$ cat config.mk
export PLATFORM = sky130hd
export DESIGN_NAME = intel_hex_record_parser_top
export DESIGN_NICKNAME = d
export VERILOG_FILES = /design/src/rtl/core/ihex_pkg.sv /design/src/rtl/core/ihex_parser.sv /design/src/rtl/core/ihex_out_skid.sv /design/src/rtl/core/intel_hex_record_parser_top.sv
export SDC_FILE = /design/constraint.sdc
export NUM_CORES = 1
export LEC_CHECK = 0
export BUFFER_PORTS_ARGS = -buffer_cell sky130_fd_sc_hd__buf_2
export CAP_MARGIN = 20
export CORE_ASPECT_RATIO = 1.25
export CORE_UTILIZATION = 30
export CTS_BUF_LIST = sky130_fd_sc_hd__clkbuf_16
export DETAILED_ROUTE_END_ITERATION = 12
export GPL_TIMING_DRIVEN = 0
export SYNTH_ARGS = -nofsm -noshare
export SYNTH_HDL_FRONTEND = slang
export SYNTH_HIERARCHICAL = 1
export SYNTH_SLANG_ARGS = --single-unit
$ cat constraint.sdc
create_clock -name clk_i -period 5 [get_ports clk_i]
set_input_delay 0.25 -clock clk_i [delete_from_list [all_inputs] [get_ports clk_i]]
set_output_delay 0.25 -clock clk_i [all_outputs]
set_load 0.005 [all_outputs]
$ cat src/rtl/core/ihex_pkg.sv
// Shared types, constants and the hex digit decoder for the hex record parser.
`timescale 1ns / 1ps

package ihex_pkg;

  // Characters with a special meaning in the record text
  localparam logic [7:0] START_CHAR = 8'h3A;
  localparam logic [7:0] CHAR_LF    = 8'h0A;
  localparam logic [7:0] CHAR_CR    = 8'h0D;

  // Offset from the low nibble of 'A'..'F' / 'a'..'f' to the digit value
  localparam logic [3:0] HEX_ALPHA_OFFSET = 4'd9;

  // Position within one record
  typedef enum logic [2:0] {
    PH_START = 3'd0,
    PH_LEN   = 3'd1,
    PH_ADDR  = 3'd2,
    PH_TYPE  = 3'd3,
    PH_DATA  = 3'd4,
    PH_SUM   = 3'd5,
    PH_DONE  = 3'd6
  } phase_e;

  typedef enum logic [0:0] {
    KIND_DATA = 1'b0,
    KIND_EOR  = 1'b1
  } result_kind_e;

  typedef enum logic [1:0] {
    ST_OK       = 2'd0,
    ST_MISMATCH = 2'd1,
    ST_BADDIGIT = 2'd2,
    ST_EARLY    = 2'd3
  } status_e;

  typedef struct packed {
    logic       ok;
    logic [3:0] value;
  } hex_digit_t;

  typedef struct packed {
    result_kind_e kind;
    logic [15:0]  byte_address;
    logic [7:0]   data_byte;
    logic [7:0]   record_type;
    logic [7:0]   record_length;
    status_e      record_status;
    logic         start_char_ok;
  } result_t;

  // Decode one ASCII hex digit; a non-hex character gives value zero and ok low
  function automatic hex_digit_t hex_decode(input logic [7:0] c);
    hex_digit_t d;
    d.ok    = 1'b1;
    d.value = 4'd0;
    if (c >= 8'h30 && c <= 8'h39) begin
      d.value = c[3:0];
    end else if ((c >= 8'h41 && c <= 8'h46) || (c >= 8'h61 && c <= 8'h66)) begin
      d.value = c[3:0] + HEX_ALPHA_OFFSET;
    end else begin
      d.ok = 1'b0;
    end
    return d;
  endfunction

endpackage

$ cat src/rtl/core/ihex_parser.sv
// Per-character record state update and result generation.
`timescale 1ns / 1ps

module ihex_parser (
  input  logic             clk_i,
  input  logic             rst_ni,
  input  logic             accept_i,
  input  logic [7:0]       char_i,
  output logic             res_valid_o,
  output ihex_pkg::result_t res_o
);

  ihex_pkg::phase_e phase_q, phase_d;
  logic [3:0]  high_q, high_d;
  logic        pending_q, pending_d;
  logic [7:0]  len_q, len_d;
  logic [15:0] addr_q, addr_d;
  logic [7:0]  type_q, type_d;
  logic [7:0]  cnt_q, cnt_d;
  logic [7:0]  sum_q, sum_d;
  logic        start_ok_q, start_ok_d;
  logic        digit_err_q, digit_err_d;
  logic        aborted_q, aborted_d;

  ihex_pkg::hex_digit_t hex;
  logic       is_eol;
  logic [7:0] byte_val;
  logic [7:0] cnt_inc;
  logic [7:0] sum_add;
  logic       sum_bad;
  logic       err_next;
  logic       in_record;

  // Decode the character and precompute the byte-level values
  always_comb begin
    hex       = ihex_pkg::hex_decode(char_i);
    is_eol    = (char_i == ihex_pkg::CHAR_LF) || (char_i == ihex_pkg::CHAR_CR);
    byte_val  = {high_q, hex.value};
    cnt_inc   = cnt_q + 8'd1;
    sum_add   = sum_q + byte_val;
    sum_bad   = ((8'd0 - sum_q) != byte_val);
    err_next  = digit_err_q | ~hex.ok;
    in_record = (phase_q != ihex_pkg::PH_START) && (phase_q != ihex_pkg::PH_DONE);
  end

  // Next state of the record parser
  always_comb begin
    phase_d     = phase_q;
    high_d      = high_q;
    pending_d   = pending_q;
    len_d       = len_q;
    addr_d      = addr_q;
    type_d      = type_q;
    cnt_d       = cnt_q;
    sum_d       = sum_q;
    start_ok_d  = start_ok_q;
    digit_err_d = digit_err_q;
    aborted_d   = aborted_q;
    if (accept_i) begin
      if (is_eol) begin
        // Line end clears the record, keeps the abort
        phase_d     = ihex_pkg::PH_START;
        high_d      = 4'd0;
        pending_d   = 1'b0;
        len_d       = 8'd0;
        addr_d      = 16'd0;
        type_d      = 8'd0;
        cnt_d       = 8'd0;
        sum_d       = 8'd0;
        start_ok_d  = 1'b0;
        digit_err_d = 1'b0;
      end else if (phase_q == ihex_pkg::PH_START) begin
        start_ok_d = (char_i == ihex_pkg::START_CHAR);
        phase_d    = ihex_pkg::PH_LEN;
      end else if (phase_q != ihex_pkg::PH_DONE) begin
        digit_err_d = err_next;
        if (!pending_q) begin
          high_d    = hex.value;
          pending_d = 1'b1;
        end else begin
          pending_d = 1'b0;
          unique case (phase_q)
            ihex_pkg::PH_LEN: begin
              len_d   = byte_val;
              sum_d   = sum_add;
              cnt_d   = 8'd0;
              phase_d = ihex_pkg::PH_ADDR;
            end
            ihex_pkg::PH_ADDR: begin
              addr_d = {addr_q[7:0], byte_val};
              sum_d  = sum_add;
              if (cnt_inc >= 8'd2) begin
                cnt_d   = 8'd0;
                phase_d = ihex_pkg::PH_TYPE;
              end else begin
                cnt_d = cnt_inc;
              end
            end
            ihex_pkg::PH_TYPE: begin
              type_d  = byte_val;
              sum_d   = sum_add;
              cnt_d   = 8'd0;
              phase_d = (len_q == 8'd0) ? ihex_pkg::PH_SUM : ihex_pkg::PH_DATA;
            end
            ihex_pkg::PH_DATA: begin
              sum_d = sum_add;
              cnt_d = cnt_inc;
              if (cnt_inc == len_q) begin
                phase_d = ihex_pkg::PH_SUM;
              end
            end
            ihex_pkg::PH_SUM: begin
              if (sum_bad) begin
                aborted_d = 1'b1;
              end
              phase_d = ihex_pkg::PH_DONE;
            end
            default: begin
              phase_d = phase_q;
            end
          endcase
        end
      end
    end
  end

  // Result for the accepted character, muted once aborted
  always_comb begin
    res_valid_o         = 1'b0;
    res_o.kind          = ihex_pkg::KIND_DATA;
    res_o.byte_address  = addr_q;
    res_o.data_byte     = 8'd0;
    res_o.record_type   = type_q;
    res_o.record_length = len_q;
    res_o.record_status = ihex_pkg::ST_OK;
    res_o.start_char_ok = start_ok_q;
    if (accept_i && !aborted_q && in_record) begin
      if (is_eol) begin
        res_valid_o         = 1'b1;
        res_o.kind          = ihex_pkg::KIND_EOR;
        res_o.record_status = ihex_pkg::ST_EARLY;
      end else if (pending_q && phase_q == ihex_pkg::PH_DATA) begin
        res_valid_o         = 1'b1;
        res_o.byte_address  = addr_q + {8'd0, cnt_q};
        res_o.data_byte     = byte_val;
        res_o.record_status = err_next ? ihex_pkg::ST_BADDIGIT : ihex_pkg::ST_OK;
      end else if (pending_q && phase_q == ihex_pkg::PH_SUM) begin
        res_valid_o         = 1'b1;
        res_o.kind          = ihex_pkg::KIND_EOR;
        res_o.record_status = err_next ? ihex_pkg::ST_BADDIGIT :
                              (sum_bad ? ihex_pkg::ST_MISMATCH : ihex_pkg::ST_OK);
      end
    end
  end

  // Record state registers
  always_ff @(posedge clk_i or negedge rst_ni) begin
    if (!rst_ni) begin
      phase_q     <= ihex_pkg::PH_START;
      high_q      <= 4'd0;
      pending_q   <= 1'b0;
      len_q       <= 8'd0;
      addr_q      <= 16'd0;
      type_q      <= 8'd0;
      cnt_q       <= 8'd0;
      sum_q       <= 8'd0;
      start_ok_q  <= 1'b0;
      digit_err_q <= 1'b0;
      aborted_q   <= 1'b0;
    end else begin
      phase_q     <= phase_d;
      high_q      <= high_d;
      pending_q   <= pending_d;
      len_q       <= len_d;
      addr_q      <= addr_d;
      type_q      <= type_d;
      cnt_q       <= cnt_d;
      sum_q       <= sum_d;
      start_ok_q  <= start_ok_d;
      digit_err_q <= digit_err_d;
      aborted_q   <= aborted_d;
    end
  end

  // Abort is sticky until reset
  a_abort_sticky: assert property (@(posedge clk_i) disable iff (!rst_ni)
    aborted_q |=> aborted_q)
    else $error("abort flag cleared without reset");

  // No result leaves once aborted
  a_muted: assert property (@(posedge clk_i) disable iff (!rst_ni)
    res_valid_o |-> !aborted_q)
    else $error("result produced while aborted");

  // A finished record never holds half a byte
  a_done_no_nibble: assert property (@(posedge clk_i) disable iff (!rst_ni)
    (phase_q == ihex_pkg::PH_DONE) |-> !pending_q)
    else $error("pending nibble after checksum");

endmodule

$ cat src/rtl/core/ihex_out_skid.sv
// Two-entry result register that keeps input flowing while a result waits.
`timescale 1ns / 1ps

module ihex_out_skid (
  input  logic              clk_i,
  input  logic              rst_ni,
  input  logic              push_i,
  input  ihex_pkg::result_t data_i,
  output logic              ready_o,
  output logic              m_valid_o,
  input  logic              m_ready_i,
  output ihex_pkg::result_t m_data_o
);

  logic              out_vld_q, out_vld_d;
  logic              skid_vld_q, skid_vld_d;
  ihex_pkg::result_t out_q, out_d;
  ihex_pkg::result_t skid_q, skid_d;
  logic              out_free;

  assign ready_o   = ~skid_vld_q;
  assign m_valid_o = out_vld_q;
  assign m_data_o  = out_q;
  assign out_free  = ~out_vld_q | m_ready_i;

  // Steer new results to the output register or park them in the skid entry
  always_comb begin
    out_vld_d  = out_vld_q;
    skid_vld_d = skid_vld_q;
    out_d      = out_q;
    skid_d     = skid_q;
    if (push_i) begin
      if (out_free) begin
        out_d     = data_i;
        out_vld_d = 1'b1;
      end else begin
        skid_d     = data_i;
        skid_vld_d = 1'b1;
      end
    end else if (out_free) begin
      out_d      = skid_q;
      out_vld_d  = skid_vld_q;
      skid_vld_d = 1'b0;
    end
  end

  // Valid flags
  always_ff @(posedge clk_i or negedge rst_ni) begin
    if (!rst_ni) begin
      out_vld_q  <= 1'b0;
      skid_vld_q <= 1'b0;
    end else begin
      out_vld_q  <= out_vld_d;
      skid_vld_q <= skid_vld_d;
    end
  end

  // Payload
  always_ff @(posedge clk_i) begin
    out_q  <= out_d;
    skid_q <= skid_d;
  end

  // Skid entry only fills behind a full output register
  a_skid_order: assert property (@(posedge clk_i) disable iff (!rst_ni)
    skid_vld_q |-> out_vld_q)
    else $error("skid entry holds a result ahead of the output register");

  // A result pushed against a stalled output is parked
  a_skid_park: assert property (@(posedge clk_i) disable iff (!rst_ni)
    (push_i && out_vld_q && !m_ready_i) |=> skid_vld_q)
    else $error("stalled result was not parked");

endmodule

$ cat src/rtl/core/intel_hex_record_parser_top.sv
// Top level of the Intel HEX record parser.
`timescale 1ns / 1ps

// Takes one ASCII character of Intel HEX text per transaction and can accept a
// character in every cycle while the output stage has room. Each data byte of a
// record gives one result with its address, and the checksum pair (or a line that
// ends early) gives one end-of-record result with type, length, status and the
// start-character flag. Each result is captured in the output register, or in the
// skid entry while the master side stalls. The output stage holds two results, so
// s_axis_tready drops only when two results are waiting; it is a register output
// and does not depend on m_axis_tready in the same cycle. After a checksum mismatch
// all later results are suppressed until reset, while parsing continues.

module intel_hex_record_parser_top (
  input  logic        clk_i,
  input  logic        rst_ni,
  input  logic        s_axis_tvalid,
  output logic        s_axis_tready,
  input  logic [7:0]  s_axis_tdata,   // [7:0] char_in
  output logic        m_axis_tvalid,
  input  logic        m_axis_tready,
  output logic [47:0] m_axis_tdata,   // [15:0] byte_address, [23:16] data_byte,
                                      // [31:24] record_type, [39:32] record_length,
                                      // [41:40] record_status, [42] start_char_ok,
                                      // [47:43] zero
  output logic        m_axis_tuser    // [0] result_kind
);

  logic              accept;
  logic              res_valid;
  ihex_pkg::result_t res;
  ihex_pkg::result_t out_res;

  assign accept = s_axis_tvalid & s_axis_tready;

  // Record parser
  ihex_parser u_parser (
    .clk_i       (clk_i),
    .rst_ni      (rst_ni),
    .accept_i    (accept),
    .char_i      (s_axis_tdata),
    .res_valid_o (res_valid),
    .res_o       (res)
  );

  // Result register with skid entry
  ihex_out_skid u_out (
    .clk_i     (clk_i),
    .rst_ni    (rst_ni),
    .push_i    (res_valid),
    .data_i    (res),
    .ready_o   (s_axis_tready),
    .m_valid_o (m_axis_tvalid),
    .m_ready_i (m_axis_tready),
    .m_data_o  (out_res)
  );

  // Pack the result fields onto the bus
  assign m_axis_tdata = {5'd0, out_res.start_char_ok, out_res.record_status,
                         out_res.record_length, out_res.record_type,
                         out_res.data_byte, out_res.byte_address};
  assign m_axis_tuser = out_res.kind;

endmodule
==> results of run 1 <==
## placed cells by master, fill, tap and decap left out, types with 7 or more instances in the layout
master / synthesis / final
sky130_fd_sc_hd__mux2_4: 39 / 39
sky130_fd_sc_hd__nand2_1: 84 / 84
sky130_fd_sc_hd__clkbuf_1: 20 / 20
sky130_fd_sc_hd__buf_2: 2 / 58
sky130_fd_sc_hd__nor2b_1: 12 / 12
sky130_fd_sc_hd__a21oi_1: 20 / 20
sky130_fd_sc_hd__inv_1: 25 / 24
sky130_fd_sc_hd__xnor2_1: 27 / 27
sky130_fd_sc_hd__ha_1: 25 / 24
sky130_fd_sc_hd__xor2_1: 12 / 12
sky130_fd_sc_hd__and2_1: 9 / 9
sky130_fd_sc_hd__dfrtp_1: 61 / 61
sky130_fd_sc_hd__a22o_1: 7 / 7
sky130_fd_sc_hd__edfxtp_1: 88 / 88
sky130_fd_sc_hd__nand4_1: 7 / 7
sky130_fd_sc_hd__nor3_1: 12 / 12
sky130_fd_sc_hd__buf_4: 6 / 7
sky130_fd_sc_hd__o21ai_0: 63 / 63
sky130_fd_sc_hd__nor2_1: 27 / 27
sky130_fd_sc_hd__clkbuf_16: 0 / 17
sky130_fd_sc_hd__nand3_1: 16 / 16
## tightest hold or removal path: cells and delay by family
family	cells	cell delay, ns
buf+inv	1	0.14
compound gates	1	0.06
simple gates	1	0.07
## how the worst min path moves through the flow
stage	end	cells after the start
6_report	u_parser/start_ok_q	3
2_1_floorplan	u_out/m_valid_o	0
5_1_grt	u_parser/start_ok_q	3
3_3_place_gp	u_out/skid_q[16]	0
4_1_cts	u_parser/start_ok_q	3
3_5_place_dp	u_parser/len_q[5]	1
## final cells by class
| class | count | area (sq um) | share of cell area |
|---|---|---|---|
| buffer | 33 | 221 | 0.0245 |
| multi-input combinational | 461 | 3260 | 0.361 |
| clock buffer | 17 | 425 | 0.0471 |
| timing repair buffer | 59 | 318 | 0.0352 |
| sequential | 149 | 4170 | 0.461 |
| tap | 335 | 419 | 0.0464 |
| inverter | 26 | 97.6 | 0.0108 |
| clock inverter | 15 | 129 | 0.0143 |
## cells by family (layout without fill, tap and decap cells)
logic type / Yosys count / after routing / share of synthesized area
simple gates: 201 / 201 / 0.126
other cells: 1 / 5 / 0.000485
xor+xnor: 39 / 39 / 0.0442
flops: 149 / 149 / 0.539
buf+inv: 59 / 150 / 0.0413
fa+ha+maj: 27 / 27 / 0.0456
compound gates: 142 / 142 / 0.116
mux: 47 / 47 / 0.0871
## per-layer routing
| layer | up-vias | share of wire | wire (um) |
|---|---|---|---|
| met3 | 32 | 0.021 | 352 |
| li1 | 2553 | - | - |
| met4 | 0 | 0.047 | 778 |
| met2 | 93 | 0.51 | 8570 |
| met5 | - | 0 | 0 |
| met1 | 2459 | 0.42 | 6970 |
## flip-flops by register name, indices dropped and copies added (netlist names)
register,cells
u_parser/high_q,4
u_parser/len_q,8
u_parser/sum_q,8
u_parser/type_q,8
u_parser/aborted_q,1
u_out/m_data_o,44
u_parser/start_ok_q,1
u_parser/pending_q,1
u_parser/phase_q,3
u_parser/digit_err_q,1
u_out/skid_vld_q,1
u_parser/cnt_q,8
u_out/skid_q,44
u_out/m_valid_o,1
u_parser/addr_q,16
## where the power goes
group,total (mW),internal (mW),switching [mW]
logic,0.568,0.240,0.327
registers,1.45,1.37,0.0753
clock network,1.20,0.686,0.516
total,3.21,2.30,0.918
==> flow_results.org, run 1 <==
** Status
- The run finished with clean final reports.

** Placed design
- At the placement stage, the worst setup path has a slack of just under 0.5 ns.
- Cell area reported after detailed placement :: ~8500 sq um
- Cell total after placement :: approximately 1100
- During placement, the flow inserted port buffers numbering 57.
- The congestion estimate from routability-driven global placement came to 0.857.
- Detailed Place HPWL :: 12100 um

** Setup path
- Arrival time of the worst setup path :: roughly 4.3 ns
- Crit. End Element :: flop
- Worst r2r src :: u_out/skid_vld_q
- Together, buffers and inverters on the worst path number 4.
- The most critical setup path has its endpoint at u_parser/sum_q[7].
- Data required time at the worst endpoint :: between 5 and 6 ns
- Worst-path maximum fanout :: 8
- Family with the most delay on the worst path :: compound AO/OA/AOI/OAI gates
- The setup path with the least slack is of type primary input to flop.
- Cell breakdown of the critical path :: buf_2, inv_1, ha_1, or3b_1, nand4_1, a221o_1, or2_2, clkbuf_1, inv_1, ha_1, a21o_1, a21oi_1, o21bai_1, a2111oi_0, o21ai_0, nor4b_1, a221o_1
- CP startpoint :: s_axis_tdata[1]
- Slowest stage delay, CP :: between 0.6 and 0.7 ns
- Setup slack on the worst flop-to-flop path :: between 2 and 2.5 ns
- Worst Setup Start Kind :: primary input
- End of the worst register-to-register path :: u_out/skid_q[1]
- For the worst flop-to-flop path, the logic depth is 7.
- On the critical path, the stage with the largest delay is an instance of sky130_fd_sc_hd__a2111oi_0.
- CP Depth :: 17

** Floorplanning
- Boundary pin count :: 63
- Core Region :: between 20000 and 30000 sq um
- Die X :: between 100 and 150 um
- Area enclosed by the die boundary :: between 20000 and 30000 sq um
- Starting Density :: 0.306
- The die is approximately 180 um tall.
- After floorplanning, the core was divided into between 60 and 70 placement rows.

** Synth
- Count of state elements after synthesis :: roughly 150
- The most common cell in the synthesized netlist is sky130_fd_sc_hd__edfxtp_1.
- Post-synthesis async set-or-reset flop share :: 0.409
- Portion of the post-synthesis area used by sequential elements :: 0.539
- The synthesized design spends more area on one cell type than any other, namely sky130_fd_sc_hd__edfxtp_1.
- In the synthesized netlist, the cells that appear most often are sky130_fd_sc_hd__edfxtp_1 (88), sky130_fd_sc_hd__nand2_1 (84), sky130_fd_sc_hd__o21ai_0 (63), sky130_fd_sc_hd__dfrtp_1 (61), sky130_fd_sc_hd__mux2_4 (39).
- Count of synthesis-stage warnings from yosys :: 6
- Post-synthesis average cell area :: roughly 12 sq um
- Of the post-synthesis cell area, the dominant cell type holds 0.342.
- Most used flip-flop cell after synthesis :: sky130_fd_sc_hd__edfxtp_1
- In the synthesized netlist, the number of instances is roughly 670.
- Unique cell type count in the Yosys netlist :: 64
- Post-synth EDFFs :: between 80 and 90
- Yosys attributes the largest share of cell area to sky130_fd_sc_hd__edfxtp_1 (34%), sky130_fd_sc_hd__dfrtp_1 (20%), sky130_fd_sc_hd__mux2_4 (7.6%).
- Summed instance area of the synthesized netlist :: between 7000 and 8000 sq um

** Layout
- Fraction of layout instances using a drive strength above 1 :: 0.208
- Measured on the finished design, the core utilization comes to 0.357.
- The count of cells in the finished layout, fillers not included, comes to between 1000 and 1500.
- In the final design database the tool counted between 700 and 800 nets.
- After filler insertion, the fill cell instance count of the layout stands at 2448.
- Diode count :: 0
- After routing the design area is 9040 sq um.
- Compared with the post-synthesis result, the final layout area differs by 16.9%.

** Timing
- Max-slew violation count :: 0
- In this run the tightest slew margin relative to its limit is 0.371.
- Hold is met by between 0.1 and 0.15 ns.
- Setup violations remaining at the end of the flow were counted as 0.
- Largest clock skew in the final design :: around 0.0085 ns
- At the pin with the least slew margin, the transition time is 0.941 ns.
- Once routing completed, OpenROAD measured the worst setup slack at about 1.0 ns.
- Setup repair after global routing missed its margin :: false
- Post-route fraction of the period consumed by the critical path :: 0.800
- Number of endpoints with negative hold slack in the final report :: 0
- The smallest clock period supported by the final layout is computed as about 4.0 ns.
- Achievable Freq :: between 200 and 300 MHz
- Setup total negative slack on the finished layout was measured at 0 ns.

** Global routing
- Global-route wire length before repair :: ~27000 um
- For met3 alone, demand over resource in global routing was 0.0198.
- The number of global-route vias before repair came to between 5000 and 6000.
- In the global route stage, met2 resource usage came out at 0.233.
- The total overflow left after global routing is 0.
- Across every metal layer, demand over resource in global routing totals 0.132.
- Layer with the highest usage :: met2
- The number of antenna violations at the first check in global routing is 0.
- Met1 routing resource usage after global routing :: 0.148
- Entering global routing, the biggest net connects 62 pins.

** Clock network
- Clock tree sinks :: about 150
- Clock-pin slew was measured on the worst setup and hold paths at roughly 0.060 ns.
- In this run the post-CTS setup repair buffer count came out at 0.
- Post-cts gate resize count :: 0
- TritonCTS built the clock tree.
- CTS H-tree lvls :: 4
- The clock reaches the later pin of the worst-skew pair after 0.42 ns.
- In this run, CTS created clock tree buffers numbering 17.
- The clock passes through at most 2 buffers.
- In this run the clock root is driven by a sky130_fd_sc_hd__clkbuf_16.
- Count of hold-fix buffers inserted at cts :: 1

** Drt
- In the routed layout, each cell is associated on average with a via count of between 4 and 5.
- Mean routed wirelength per cell :: approximately 15 um
- The detailed router finished its first iteration with around 360 violations.
- Via count :: ~5100
- Once detail routing completed, the nets flagged for antenna violations numbered 0.
- Detailed Route WL :: 16700 um
- Before antenna repair, the detailed router went through 4 iterations.
- In the routed design, unresolved DRC markers number 0.

** Worst hold path
- The worst hold path begins at s_axis_tdata[3].
- Min-Delay Path Class :: primary input to flop

** Power
- Summed over all cells, the static leakage comes to around 3.7 nW.
- Summing internal, switching and leakage power gives ~3.2 mW.
- Pwr/cell area :: 356 nW/um^2
- VDD sags by at most between 0.2 and 0.3 mV.

** Job
- Number of violations of the max-capacitance limit :: 0
Power figures use the tool's default switching activity.
==> run 2: changes to the inputs <==
==> constraint.sdc (replaced) <==
create_clock -name clk_i -period 3.55 [get_ports clk_i]
set_input_delay 0.1775 -clock clk_i [delete_from_list [all_inputs] [get_ports clk_i]]
set_output_delay 0.1775 -clock clk_i [all_outputs]
set_load 0.005 [all_outputs]
==> flow_results.org, run 2 (synthesized netlist as in run 1, its figures left out) <==
** Placed design
- Placer congestion estimate :: 0.857 (unchanged)
- Detailed Place HPWL :: 12100 um (unchanged)
- Number of input and output port buffers inserted :: 57 (unchanged)
- Pre-CTS setup slack :: -0.884 ns (-1.38 ns)

** Timing
- Remaining max-slew budget at the tightest pin :: 0.370 (-0.00169)
- Achievable Freq :: 299 MHz
- Post-layout min period :: ~3.3 ns
- The total negative setup slack came to 0 ns (unchanged).
- Setup repair after global routing missed its margin :: false
- The total of endpoints with negative setup slack in the final report is 0 (unchanged).
- The final count of hold timing violations came to 0 (unchanged).
- Post-route fraction of the period consumed by the critical path :: 0.942
- Max-slew violation count :: 0 (unchanged)
- Largest clock skew in the final design :: 0.00950 ns (+0.000965 ns)
- Final Worst Setup Slack :: 0.207 ns (-0.793 ns)
- Worst-Margin Slew :: 0.944 ns (+0.00254 ns)

** Floorplanning
- Boundary pin count :: 63 (unchanged)
- Die X :: 146 um (unchanged)
- The area inside the core boundary is 25300 sq um (unchanged).
- The number of core rows was 65 (unchanged).
- Starting Density :: 0.306 (unchanged)
- Area enclosed by the die boundary :: 26400 sq um (unchanged)
- DIE HEIGHT :: 181 um (unchanged)

** Drt
- The number of nets still failing antenna checks after routing is 0 (unchanged).
- DRT Pass-1 Iters :: 4 (unchanged)
- Via count :: 5148 (+0.21%)
- Drc violations :: 0 (unchanged)
- The average wire per standard cell was 15.3 um (+0.38%).
- Average vias per placed instance :: 4.71 (+0.40%)
- The DRC violation total after the first TritonRoute iteration is 323 (-9.3%).
- The wire length after detailed routing was 16700 um (+0.20%).

** Layout
- The fraction of layout cells with a size suffix above 1 was 0.211 (+0.00319).
- Relative area change from synthesis to final layout :: 17.0% (about the same)
- Diode count :: 0 (unchanged)
- Leaving out fill and tap cells, the most frequent cells in the layout are sky130_fd_sc_hd__edfxtp_1 (88), sky130_fd_sc_hd__nand2_1 (84), sky130_fd_sc_hd__o21ai_0 (63).
- The final net count came to 784 (-0.25%).
- The library cell used most frequently in the layout, excluding fill and tap cells, is sky130_fd_sc_hd__edfxtp_1.

** Global routing
- The pin count of the biggest net entering global routing was 62 (unchanged).
- Global-route wire length before repair :: 27000 um (+0.10%)
- The number of antenna violations at the first check in global routing is 0 (unchanged).
- Total congestion overflow :: 0 (unchanged)
- The global-route usage over all layers is 0.132 (about the same).
- The number of global-route vias before repair was 4996 (-0.24%).

** Setup path
- The maximum fanout count along the critical path is 8 (unchanged).
- STA classifies the critical path startpoint as a primary input.
- The setup path with the least slack is of type primary input to flop.
- Slowest stage delay, CP :: 0.48 ns (-0.13 ns)
- Cell breakdown of the critical path :: buf_2, inv_1, ha_1, or3b_1, nand4_1, a221o_1, or2_4, inv_1, ha_1, a21o_1, a21oi_1, o21bai_1, a2111oi_2, o21ai_0, nor4b_1, a221o_1
- Slowest stage cell, crit path :: sky130_fd_sc_hd__a2111oi_2
- The data arrival time of the critical path came to 3.65 ns (-0.66 ns).
- STA classifies the critical path endpoint as a flop.
- The required time at the endpoint of the critical path was 3.86 ns (-1.45 ns).

** Clock network
- Root Buffer :: sky130_fd_sc_hd__clkbuf_16
- Clock slew at reported path FFs :: 0.06 ns (about the same)
- TritonCTS built the clock tree.
- Clock tree sinks :: 149 (unchanged)
- CTS H-tree lvls :: 4 (unchanged)
- Source-to-sink clock delay at the later pin of the worst-skew pair :: 0.42 ns (about the same)
- The number of clock buffers inserted by TritonCTS is 17 (unchanged).
- The number of buffers inserted to repair setup after CTS was 0 (unchanged).
- The clock tree buffer depth came to 2 (unchanged).

** Power
- Pwr/cell area :: 502 nW/um^2 (+41%)
- The maximum ir drop on the vdd rail came to 0.360 mV (+42%).
- The standby leakage power is 3.68 nW (about the same).

** Worst hold path
- Min-Delay Path Class :: primary input to flop

** Job
- Number of violations of the max-capacitance limit :: 0 (unchanged)

** Status
- The run finished with clean final reports.
[run 2: cell count changes in the layout (fill, tap and decap cells not counted)]
| cell | before | now |
|---|---|---|
| sky130_fd_sc_hd__clkbuf_1 | 20 | 18 |
| sky130_fd_sc_hd__a2111oi_0 | 1 | 0 |
| sky130_fd_sc_hd__a2111oi_2 | 0 | 1 |
| sky130_fd_sc_hd__nand2b_1 | 3 | 2 |
| sky130_fd_sc_hd__nand2b_2 | 0 | 1 |
| sky130_fd_sc_hd__or2_2 | 5 | 4 |
| sky130_fd_sc_hd__or2_4 | 0 | 1 |
[run 2: path summary, 6_finish.rpt]
check / startpoint / cells past startpoint / slack, ns / endpoint
setup / recovery: s_axis_tdata[0] / 16 / 0.21 / u_parser/sum_q[7]
hold / removal: s_axis_tdata[3] / 3 / 0.07 / u_parser/start_ok_q
setup reg to reg: u_parser/cnt_q[0] / 11 / 0.56 / u_out/m_data_o[39]
hold reg to reg: u_parser/start_ok_q / 2 / 0.48 / u_parser/start_ok_q
max in group asynchronous: rst_ni / 2 / 2.58 / u_parser/type_q[3]
min in group asynchronous: rst_ni / 2 / 0.39 / u_parser/len_q[5]
[run 2: timing repair]
item                       in CTS  in global routing
gates resized for setup         2                  2
setup endpoints to repair       1                  1
hold buffers                    1                  0
hold endpoints to repair       61                  0
[run 2: area by class of cell]
cell class / instances / area (sq um)
clock inverters: 15 / 129
inverters: 26 / 97.6
fillers: 2449 / 16300
repair buffers: 59 / 318
flip-flops and latches: 149 / 4170
multi-input cells: 461 / 3270
clock buffers: 17 / 425
well taps: 335 / 419
plain buffers: 31 / 214
[run 2: layer usage]
layer,vias up,part of all wire,GRT usage
li1,2553,-,-
met1,2471,0.42,0.148
met2,92,0.51,0.233
met3,32,0.023,0.0198
met4,0,0.046,0.0829
met5,-,0,0
[run 2: power breakdown]
group | total (mW) | internal, mW | leakage (nW) | switching (mW)
Clock | 1.70 | 0.966 | 0.269 | 0.731
Combinational | 0.801 | 0.339 | 1.71 | 0.462
Sequential | 2.04 | 1.93 | 1.70 | 0.107
Total | 4.53 | 3.23 | 3.68 | 1.30
[run 2: stage by stage]
step | std cells | total power [mW] | hold WS, ns | utilization | instance area, sq um
6_report | 1093 | 4.53 | 0.0659 | 0.358 | 9040
5_1_grt | 1093 | 4.76 | 0.0767 | 0.358 | 9040
4_1_cts | 1093 | 4.58 | 0.0519 | 0.357 | 9040
3_5_place_dp | 1062 | 2.87 | 0.328 | 0.335 | 8470
3_3_place_gp | 1061 | 2.85 | 0.464 | 0.334 | 8450
2_1_floorplan | 669 | 2.65 | -0.118 | - | 7740
[run 2: critical path: cells and delay by family]
| family | cells | cell delay, ns |
|---|---|---|
| adders and majority gates | 2 | 0.41 |
| AOI/OAI and AO/OA | 7 | 1.99 |
| buffers and inverters | 3 | 0.30 |
| and+or+nand+nor | 4 | 0.77 |
==> run 3: changes to the inputs <==
--- a/config.mk
+++ b/config.mk
@@ -11,7 +11,6 @@
 export CORE_UTILIZATION = 30
 export CTS_BUF_LIST = sky130_fd_sc_hd__clkbuf_16
 export DETAILED_ROUTE_END_ITERATION = 12
-export GPL_TIMING_DRIVEN = 0
 export SYNTH_ARGS = -nofsm -noshare
 export SYNTH_HDL_FRONTEND = slang
 export SYNTH_HIERARCHICAL = 1
==> flow_results.org, run 3 (synthesized netlist as in run 1, its figures left out) <==
** Global routing
- The number of antenna violations at the first check in global routing was 0 (unchanged).
- Pin count of the biggest net entering global routing :: 45 (-27%)
- The first-pass GRT wire length was 26200 um (-2.9%).
- Total congestion overflow :: 0 (unchanged)
- Vias in the first global route :: 4972 (-0.48%)
- The global-route usage over all layers is 0.128 (-0.00319).

** Timing
- Number of setup violations in the final report :: 0 (unchanged)
- The worst-case clock skew is 0.0101 ns (+0.000592 ns).
- The final count of hold timing violations was 0 (unchanged).
- The total negative setup slack came to 0 ns (unchanged).
- The maximum clock frequency was 321 MHz (+7.2%).
- The worst-margin pin slew was 0.645 ns (-0.299 ns).
- Max-slew violation count :: 0 (unchanged)
- Setup repair after global routing left no endpoint under its margin.
- Post-layout min period :: 3.12 ns (-0.225 ns)
- The max-slew headroom at the worst pin is 0.567 (+0.198).
- Final Worst Setup Slack :: 0.432 ns (+0.225 ns)
- Post-route fraction of the period consumed by the critical path :: 0.878 (-0.0634)
- Worst hold-check slack :: 0.0628 ns (-0.00316 ns)

** Worst hold path
- The worst hold path begins at s_axis_tdata[3].
- Min-Delay Path Class :: primary input to flop

** Layout
- Number of nets in the layout :: 774 (-1.3%)
- The count of placed standard cells in the final layout, fillers left out is 1083 (-0.91%).
- The post-layout utilization of the core was 0.357 (-0.000396).
- Compared with the post-synthesis result, the final layout area differs by 16.9%.
- Most common cell after layout, fill and taps aside :: sky130_fd_sc_hd__edfxtp_1
- The total of fill cells in the finished design was 2459 (+0.41%).
- The post-route cell area is 9030 sq um (-0.11%).
- The antenna cell count is 0 (unchanged).
- Commonest cells after routing, fill and taps aside :: sky130_fd_sc_hd__edfxtp_1 (88), sky130_fd_sc_hd__nand2_1 (84), sky130_fd_sc_hd__o21ai_0 (62)
- The fraction of layout cells with a size suffix above 1 came to 0.221 (+0.00951).

** Clock network
- The hold buffer count at cts was 1 (unchanged).
- Number of clock buffers inserted by TritonCTS :: 17 (unchanged)
- Source-to-sink clock delay at the later pin of the worst-skew pair :: 0.43 ns (about the same)
- Root Buffer :: sky130_fd_sc_hd__clkbuf_16
- Clock buffer depth :: 2 (unchanged)
- Post-CTS setup buffer count :: 0 (unchanged)
- The CTS clock-pin slew for the worst setup and hold paths is 0.06 ns (about the same).
- TritonCTS built the clock tree.
- The CTS sink count came to 149 (unchanged).
- CTS H-tree lvls :: 4 (unchanged)
- The number of cells upsized or downsized after cts is 0 (-2).

** Placed design
- Number of input and output port buffers inserted :: 57 (unchanged)
- The detailed placement HPWL is 11900 um (-1.8%).
- The number of cells in the design after placement is 1048 (-1.3%).
- The area after detailed placement came to 8400 sq um (-0.90%).
- The global placement routability congestion came to 0.839 (-2.1%).
- Pre-CTS setup slack :: 0.0313 ns (+0.915 ns)

** Setup path
- CP startpoint :: s_axis_tdata[0]
- STA classifies the critical path startpoint as a primary input.
- Crit path kind :: primary input to flop
- Cell breakdown of the critical path :: buf_2, inv_1, ha_1, or3b_1, nand4_1, a221o_1, buf_4, or2_2, inv_1, ha_1, a21oi_1, o21bai_1, a2111oi_0, o21ai_0, nor4b_1, a221o_1
- Worst r2r src :: u_parser/cnt_q[0]
- Arrival time of the worst setup path :: 3.43 ns (-0.22 ns)
- Data required time at the worst endpoint :: 3.87 ns (about the same)
- Worst-path maximum fanout :: 7 (-1)
- STA classifies the critical path endpoint as a flop.
- On the critical path, the stage with the largest delay is an instance of sky130_fd_sc_hd__a2111oi_0.
- Slowest stage delay, CP :: 0.56 ns (+0.08 ns)

** Floorplanning
- The width of the chip came to 146 um (unchanged).
- The vertical die dimension is 181 um (unchanged).
- Rows :: 65 (unchanged)
- The initial cell density of the core came to 0.306 (unchanged).
- Core Region :: 25300 sq um (unchanged)
- The overall die area came to 26400 sq um (unchanged).
- The count of pins on the block boundary is 63 (unchanged).

** Power
- P_leak :: 3.72 nW (+1.1%)
- Total power draw :: 4.62 mW (+1.9%)
- Pwr/cell area :: 511 nW/um^2 (+2.0%)
- Worst-case vdd ir drop :: 0.281 mV (-22%)

** Drt
- The number of detailed-routing iterations run before antenna repair was 4 (unchanged).
- Via count :: 5124 (-0.47%)
- Mean routed wirelength per cell :: 15.1 um (-0.93%)
- Final antenna-violating net count :: 0 (unchanged)
- The DRC violation total after the first TritonRoute iteration was 302 (-6.5%).
- Average vias per placed instance :: 4.73 (+0.45%)
- The wire length after detailed routing was 16400 um (-1.8%).
- Drc violations :: 0 (unchanged)

** Job
- The max-cap check violation count was 0 (unchanged).

** Status
- Run status :: completed
==> run 3: cell count changes in the layout (fill, tap and decap cells not counted), sizes merged <==
| cell | delta |
|---|---|
| clkbuf | -15 |
| buf | +8 |
| clkinv | -3 |
| clkinvlp | -2 |
| inv | +2 |
==> run 3: worst max-delay path: cells and delay by family <==
kind | cells | cell delay (ns)
compound gates | 6 | 1.70
simple gates | 4 | 0.73
fa+ha+maj | 2 | 0.45
buf+inv | 4 | 0.38
==> run 3: final timing paths <==
kind,to,slack (ns),cells past startpoint
worst max register to register,u_out/m_data_o[41],0.53,11
max in group asynchronous,u_parser/digit_err_q,2.54,4
worst min register to register,u_out/skid_q[0],0.48,0
min in group asynchronous,u_parser/len_q[2],0.18,2
worst max-delay path,u_parser/sum_q[7],0.43,16
worst min-delay path,u_parser/start_ok_q,0.06,3
==> run 3: routing by layer <==
layer	routed length (um)	GRT usage
met1	6870	0.144
met3	540	0.0254
met4	350	0.0581
met2	8640	0.234
met5	0	0
==> run 3: cell type report <==
type	count	area, sq um	share of cell area
Tap cell	335	419	0.0464
Sequential cell	149	4170	0.462
Inverter	26	97.6	0.0108
Clock inverter	12	96.3	0.0107
Timing Repair Buffer	80	485	0.0537
Clock buffer	20	500	0.0554
Multi-Input combinational cell	461	3260	0.361
==> run 3: power by group <==
| part | switching (mW) | total [mW] | internal (mW) |
|---|---|---|---|
| Combinational | 0.428 | 0.762 | 0.334 |
| Clock | 0.706 | 1.79 | 1.08 |
| Sequential | 0.138 | 2.07 | 1.93 |
